File: config.mk
export PLATFORM = sky130hd
export DESIGN_NAME = column_value_match_filter_unit
export DESIGN_NICKNAME = d
export VERILOG_FILES = /design/src/rtl/cvmf_pkg.sv /design/src/rtl/column_value_match_filter_unit.sv
export VERILOG_INCLUDE_DIRS = /design/src /design/src/rtl
export SDC_FILE = /design/constraint.sdc
export NUM_CORES = 2
export LEC_CHECK = 0
export CORE_MARGIN = 2
export CORE_UTILIZATION = 53
export CTS_BUF_LIST = sky130_fd_sc_hd__clkbuf_8
export DETAILED_ROUTE_END_ITERATION = 10
export DONT_BUFFER_PORTS = 1
export GPL_ROUTABILITY_DRIVEN = 1
export PLACE_DENSITY = 0.68
export SYNTH_ARGS = -nofsm -noshare
export SYNTH_HDL_FRONTEND = slang
export SYNTH_SLANG_ARGS = --single-unit
File: constraint.sdc
create_clock -name clk_i -period 23.6 [get_ports clk_i]
set_clock_uncertainty 0.2 [all_clocks]
set_input_delay 4.72 -clock clk_i [delete_from_list [all_inputs] [get_ports clk_i]]
set_output_delay 4.72 -clock clk_i [all_outputs]
set_load 0.05 [all_outputs]
File: src/rtl/column_value_match_filter_unit_defines.svh
// Assertion macros for the column value match filter
`ifndef COLUMN_VALUE_MATCH_FILTER_UNIT_DEFINES_SVH
`define COLUMN_VALUE_MATCH_FILTER_UNIT_DEFINES_SVH
`ifndef ASSERT_OFF
`define CVMF_ASSERT(label, clk, rst_n, prop) \
  label: assert property (@(posedge clk) disable iff (!rst_n) (prop)) else $error("assert failed");
`define CVMF_ASSERT_NEXT(label, clk, rst_n, pre, post) \
  label: assert property (@(posedge clk) disable iff (!rst_n) (pre) |=> (post)) \
    else $error("assert failed");
`else
`define CVMF_ASSERT(label, clk, rst_n, prop)
`define CVMF_ASSERT_NEXT(label, clk, rst_n, pre, post)
`endif
`endif

File: src/rtl/cvmf_pkg.sv
// Package with types and constants of the column value match filter
package cvmf_pkg;
  localparam int unsigned DataW = 64;
  localparam int unsigned RowW  = 31;
  localparam logic [31:0] NaLowWord = 32'd1954;

  typedef enum logic [1:0] {
    REG_MATCH_MODE   = 2'd0,
    REG_NEGATE       = 2'd1,
    REG_ELEMENT_KIND = 2'd2,
    REG_KEY_COUNT    = 2'd3
  } cfg_reg_e;

  typedef enum logic [1:0] {
    KIND_INT32  = 2'd0,
    KIND_INT64  = 2'd1,
    KIND_DOUBLE = 2'd2,
    KIND_SPARE  = 2'd3
  } elem_kind_e;

  localparam logic REQ_LOAD = 1'b0;
  localparam logic REQ_TEST = 1'b1;

  function automatic logic is_nan(input logic [63:0] b);
    return (&b[62:52]) && (|b[51:0]);
  endfunction

  function automatic logic is_na(input logic [63:0] b);
    return is_nan(b) && (b[31:0] == NaLowWord);
  endfunction

  // raw equality under the given element kind
  function automatic logic plain_eq(input logic [1:0] kind, input logic [63:0] e,
                                    input logic [63:0] k);
    logic r;
    r = 1'b0;
    case (kind)
      KIND_INT32:  r = (e[31:0] == k[31:0]);
      KIND_DOUBLE: r = !is_nan(e) && !is_nan(k) &&
                       ((e == k) || ((e[62:0] == '0) && (k[62:0] == '0)));
      default:     r = (e == k);
    endcase
    return r;
  endfunction
endpackage

File: src/rtl/column_value_match_filter_unit.sv
// Column value match filter: four-stage pipeline with a key table
// A test item's result is registered through stages 1 to 4 before it is presented; a stall holds it.
// Throughput: one item per cycle while the output is not stalled.
// Key loads give no result and only write the key register file.
// Reset (rst_ni low, async) clears valid bits and config registers.
// Key entries stay undefined until loaded.
`include "column_value_match_filter_unit_defines.svh"
module column_value_match_filter_unit #(
  parameter int unsigned KEY_SLOTS = 16
) (
  input  logic         clk_i,
  input  logic         rst_ni,
  input  logic         s_axis_tvalid,
  output logic         s_axis_tready,
  // tdata: key_slot[3:0], data_word[67:4], row_index[98:68], zero fill [103:99]
  input  logic [103:0] s_axis_tdata,
  input  logic         s_axis_tlast,   // column_end
  input  logic         s_axis_tuser,   // req_type
  output logic         m_axis_tvalid,
  input  logic         m_axis_tready,
  // tdata: hit[0], hit_index[31:1]
  output logic [31:0]  m_axis_tdata,
  output logic         m_axis_tlast,   // scan_done
  input  logic         cfg_we_i,
  input  logic [1:0]   cfg_index_i,
  input  logic [4:0]   cfg_data_i
);
  localparam int unsigned CntW = $clog2(KEY_SLOTS + 1);
  localparam int unsigned SlotW = (KEY_SLOTS > 1) ? $clog2(KEY_SLOTS) : 1;

  typedef struct packed {
    logic [cvmf_pkg::DataW-1:0]  word;
    logic [cvmf_pkg::RowW-1:0]   row;
    logic                        last;
  } item_t;

  // config registers
  logic       mode_q, neg_q;
  logic [1:0] kind_q;
  logic [4:0] kcnt_q;
  always_ff @(posedge clk_i or negedge rst_ni) begin
    if (!rst_ni) begin
      mode_q <= 1'b0; neg_q <= 1'b0; kind_q <= '0; kcnt_q <= '0;
    end else if (cfg_we_i) begin
      case (cfg_index_i)
        cvmf_pkg::REG_MATCH_MODE:   mode_q <= cfg_data_i[0];
        cvmf_pkg::REG_NEGATE:       neg_q  <= cfg_data_i[0];
        cvmf_pkg::REG_ELEMENT_KIND: kind_q <= cfg_data_i[1:0];
        cvmf_pkg::REG_KEY_COUNT:    kcnt_q <= cfg_data_i;
        default: ;
      endcase
    end
  end

  // key count saturated to table size
  logic [CntW-1:0] nkeys;
  always_comb begin
    if (32'(kcnt_q) > KEY_SLOTS) nkeys = CntW'(KEY_SLOTS);
    else nkeys = CntW'(kcnt_q);
  end

  // global stall: whole pipe advances when output free
  logic adv;
  assign adv = !m_axis_tvalid || m_axis_tready;
  assign s_axis_tready = adv;

  logic acc;
  assign acc = s_axis_tvalid && s_axis_tready;

  // stage 1: capture item, load keys
  logic  v1_q;
  item_t it1_q;
  logic [cvmf_pkg::DataW-1:0] keys_q [KEY_SLOTS];
  logic [3:0] slot_in;
  assign slot_in = s_axis_tdata[3:0];

  always_ff @(posedge clk_i) begin
    if (acc && (s_axis_tuser == cvmf_pkg::REQ_LOAD) && (32'(slot_in) < KEY_SLOTS))
      keys_q[SlotW'(slot_in)] <= s_axis_tdata[67:4];
  end

  always_ff @(posedge clk_i or negedge rst_ni) begin
    if (!rst_ni) v1_q <= 1'b0;
    else if (adv) v1_q <= acc && (s_axis_tuser == cvmf_pkg::REQ_TEST);
  end
  always_ff @(posedge clk_i) begin
    if (adv) begin
      it1_q.word <= s_axis_tdata[67:4];
      it1_q.row  <= s_axis_tdata[98:68];
      it1_q.last <= s_axis_tlast;
    end
  end

  // stage 2: per-key compares
  logic  v2_q;
  item_t it2_q;
  logic [KEY_SLOTS-1:0] eq2_q;
  logic eq0_2_q;
  always_ff @(posedge clk_i or negedge rst_ni) begin
    if (!rst_ni) v2_q <= 1'b0;
    else if (adv) v2_q <= v1_q;
  end
  always_ff @(posedge clk_i) begin
    if (adv) begin
      it2_q <= it1_q;
      for (int j = 0; j < KEY_SLOTS; j++)
        eq2_q[j] <= cvmf_pkg::plain_eq(kind_q, it1_q.word, keys_q[j]) &&
                    (CntW'(j) < nkeys);
      // equality mode decision with NaN rules
      if (kind_q == cvmf_pkg::KIND_DOUBLE && cvmf_pkg::is_na(keys_q[0]))
        eq0_2_q <= cvmf_pkg::is_nan(it1_q.word);
      else if (kind_q == cvmf_pkg::KIND_DOUBLE && cvmf_pkg::is_nan(keys_q[0]))
        eq0_2_q <= cvmf_pkg::is_nan(it1_q.word) && !cvmf_pkg::is_na(it1_q.word);
      else
        eq0_2_q <= cvmf_pkg::plain_eq(kind_q, it1_q.word, keys_q[0]);
    end
  end

  // stage 3: reduce and select mode
  logic  v3_q, hit3_q;
  item_t it3_q;
  always_ff @(posedge clk_i or negedge rst_ni) begin
    if (!rst_ni) v3_q <= 1'b0;
    else if (adv) v3_q <= v2_q;
  end
  always_ff @(posedge clk_i) begin
    if (adv) begin
      it3_q  <= it2_q;
      hit3_q <= (mode_q ? (|eq2_q) : eq0_2_q) ^ neg_q;
    end
  end

  // stage 4: output register
  logic                      v4_q, hit4_q, last4_q;
  logic [cvmf_pkg::RowW-1:0] row4_q;
  always_ff @(posedge clk_i or negedge rst_ni) begin
    if (!rst_ni) v4_q <= 1'b0;
    else if (adv) v4_q <= v3_q;
  end
  always_ff @(posedge clk_i) begin
    if (adv) begin
      hit4_q  <= hit3_q;
      row4_q  <= it3_q.row;
      last4_q <= it3_q.last;
    end
  end

  assign m_axis_tvalid = v4_q;
  assign m_axis_tdata  = {row4_q, hit4_q};
  assign m_axis_tlast  = last4_q;

  `CVMF_ASSERT(a_tready_follows_out, clk_i, rst_ni,
    s_axis_tready == (!m_axis_tvalid || m_axis_tready))
  `CVMF_ASSERT_NEXT(a_hold_on_stall, clk_i, rst_ni, m_axis_tvalid && !m_axis_tready,
    m_axis_tvalid && $stable(m_axis_tdata))
  `CVMF_ASSERT_NEXT(a_load_no_result, clk_i, rst_ni, adv && !(acc && s_axis_tuser),
    !v1_q)
endmodule
==> results by group <==
Status
  – Status: completed

Timing
  – # setup viols final: 0
  – Worst-Margin Slew: 1.34 ns
  – Fmax achieved: 95.9 MHz
  – RSZ-0062 raised after global routing: no
  – Final Cycle Share: 44.2%
  – Sum of negative setup slack: 0 ns
  – Post-layout min period: 10.43 ns
  – Final hold violations: 0
  – Final max-slew violation count: 0
  – Slew headroom: 9.53%

Power and ir drop
  – Proportion of power drawn by combinational gates: 13.6%
  – Clock Power Share: 32.9%
  – Leakage: 0.0186 uW
  – Pint: 3600 uW
  – Switch share: 29.7%
  – Pwr/cell area: 88.0 mW/mm2
  – Total net switching power: 1520 uW
  – Flop pwr share: 53.5%
  – Peak supply drop: 0.0710 mV

Synth
  – Synth Flop Type: edfxtp_1
  – Yosys warns: 0
  – Sequential area share after synthesis: 70.8%
  – Asr flop ratio synth: 1.04%
  – Synth Net Count: 3494
  – Post-synthesis cell count: 3376
  – Post-synth EDFFs: 1235
  – Mapped Area: 0.0529 mm2
  – Flops & latches, synth: 1248
  – Yosys cell types: 49
  – Synthesized area per cell: 15.7 um2

Floorplan
  – Core area: 0.0987 mm2
  – Initial Util: 53.6%
  – DIE AREA: 0.102 mm2
  – DIE WIDTH: 320 um
  – Core Rows: 115
  – Chip Height: 320 um
  – I/O pins: 153

Route
  – Top Layer Used: met5
  – Antenna-violating nets left: 0
  – Number of iterations in the first detailed-routing pass: 6
  – Vias/cell: 6.72
  – Routed len/inst: 36.9 um
  – Routed WL: 184000 um
  – M1 WL: 70700 um
  – DRC: 0
  – Vias after detailed routing: 33.5k
  – Met2 wire length: 80600 um
  – Met3 Wirelength: 23900 um
  – DR iter-0 viols: 5504

CTS
  – # H-tree levels: 4
  – Worst-Skew Late Latency: 0.91 ns
  – Post-CTS sizing: 0
  – Clk sinks: 1248
  – CTS Buffer Depth: 3
  – Hold Buf Count CTS: 0
  – CTS root buf: clkbuf_8
  – TritonCTS Buffers: 199
  – Post-CTS setup buffer count: 0
  – TritonCTS clock tree: yes
  – Worst-path clk slew: 0.06 ns

Final layout
  – Layout area overhead: 10.1%
  – Layout cells sized above 1: 10.2%
  – Fin util: 59.0%
  – Final Net Count: 3651
  – Fillers: 7545

Setup path
  – Critical Path Fanout Max: 49
  – Kind of critical path: in2out
  – Buf/Inv on CP: 1
  – Critical path arrival: 5.51 ns
  – Largest delay contributor family on the critical path: simple AND/OR/NAND/NOR gates
  – Slowest CP cell: nor2b_1
  – Crit path cell chain: nor2b_1, inv_8
  – Slowest stage delay, CP: 0.45 ns
  – WP data required: 18.68 ns
  – Critical path capture point type: primary output
  – CP Launch Type: input port

Global routing
  – Largest net degree at the start of global routing: 66
  – Grt ovf: 0
  – GRT Util Overall: 35.6%
  – Vias in the first global route: 31.8k
  – First-pass GRT wire length: 250000 um
  – Initial antenna violation count: 13

Min path
  – Worst Hold Class: reg2reg

Placement
  – IO Port Bufs: 0
  – Routability congestion estimate from global placement: 0.990
  – DP HPWL: 118000 um

Flow run
  – Max Cap Violations: 0
-- cell families (layout without fill, tap and decap cells) --
logic type | Yosys count | in the layout | share of synthesized area [%]
simple gates | 876 | 876 | 9.89
buf+inv | 141 | 451 | 1.13
other cells | 0 | 6 | 0
xor+xnor | 1025 | 1025 | 17.0
compound gates | 77 | 77 | 1.06
flops | 1248 | 1248 | 70.8
mux | 9 | 9 | 0.192
-- final cells by class --
type                       count  area, um2  area share, %
antenna                        6       15.0         0.0258
tap                         1287       1610           2.77
timing repair buffer          93        698           1.20
clock buffer                 200       2750           4.73
inverter                       4       22.5         0.0387
sequential                  1248      37400           64.2
clock inverter               154        743           1.28
multi-input combinational   1987      15000           25.7
-- sequential cells by signal, summed over array words and instances, names as in the netlist, 2 cells and up --
register,flops
it3_q,32
keys_q,1024
kind_q,2
kcnt_q,5
it2_q,32
eq2_q,16
row4_q,31
it1_q,96
-- cells in the final DEF (no fill, tap or decap), types with 23 or more instances in the layout --
cell | netlist | layout
buf_4 | 6 | 93
clkbuf_8 | 0 | 200
clkinv_1 | 0 | 55
clkinv_2 | 0 | 30
edfxtp_1 | 1235 | 1235
inv_1 | 4 | 56
nand2_1 | 44 | 44
nand3_1 | 52 | 52
nand4_1 | 183 | 183
nor2_1 | 35 | 23
nor3_1 | 40 | 36
nor4_1 | 484 | 484
xnor2_1 | 229 | 229
xor2_1 | 796 | 796
-- worst reg2reg max path: stages, from the launching register on --
cell	delay, ns
edfxtp_1	0.63
buf_4	0.44
xor2_1	0.23
nor4_1	0.84
nand4_1	0.53
nor3_1	0.46
o21ai_0	0.12
a211oi_1	0.86
-- cell usage after synthesis (4+ instances only) --
master / n / area, um2
a22o_1: 7 / 61.3
mux2_2: 9 / 101
o21ai_0: 18 / 90.1
buf_1: 24 / 90.1
buf_4: 6 / 45.0
nor3_1: 40 / 200
dfrtp_1: 13 / 325
inv_1: 4 / 15.0
nor2_1: 35 / 131
o221a_2: 6 / 67.6
nand3_1: 52 / 260
nand4_1: 183 / 1140
xnor2_1: 229 / 2010
nand2_1: 44 / 165
a211oi_1: 20 / 150
a31oi_1: 5 / 31.3
nor4_1: 484 / 3030
or4_1: 15 / 113
buf_2: 19 / 95.1
edfxtp_1: 1235 / 37100
clkbuf_1: 85 / 319
xor2_1: 796 / 6970
a21oi_1: 6 / 30.0
-- stage by stage --
| stage | total power [uW] | area (um2) | cells | worst slack [ns] | hold WS (ns) |
|---|---|---|---|---|---|
| after floorplan | 3190 | 52900 | 3376 | 8.05 | 0.200 |
| after global placement | 3460 | 54700 | 4619 | 13.19 | 0.200 |
| after detailed placement | 3460 | 54700 | 4619 | 13.17 | 0.205 |
| after CTS | 5120 | 58200 | 4973 | 13.17 | 0.215 |
| after global routing | 5260 | 58200 | 4977 | 13.12 | 0.219 |
| final | 5120 | 58200 | 4979 | 13.17 | 0.214 |
-- routing by layer --
metal  track usage, %  vias up
met1             50.3    16900
met5                0        -
met4             14.0       10
met2             53.2     2665
met3             9.29      489
li1                 -    13400
-- power by group through the flow --
stage	Sequential [uW]	Combinational [uW]	Clock (uW)
after CTS	2740	678	1700
after global routing	2750	712	1800
final	2740	698	1680
after floorplan	2770	417	0
after global placement	2780	676	0
after detailed placement	2790	674	0
-- worst paths after layout --
kind,slack (ns),to,depth (start not counted),startpoint
hold reg to reg,0.21,row4_q[29]$_DFFE_PN_,0,it3_q[30]$_DFFE_PN_
setup reg to reg,18.96,eq2_q[12]$_DFFE_PN_,7,it1_q[37]$_DFFE_PN_
max in group asynchronous,19.81,kcnt_q[0]$_DFFE_PN0P_,0,rst_ni
min in group asynchronous,3.30,kcnt_q[3]$_DFFE_PN0P_,0,rst_ni
hold / removal,0.21,row4_q[29]$_DFFE_PN_,0,it3_q[30]$_DFFE_PN_
setup / recovery,13.17,s_axis_tready,2,m_axis_tready
(Power assumes the default switching activity.)
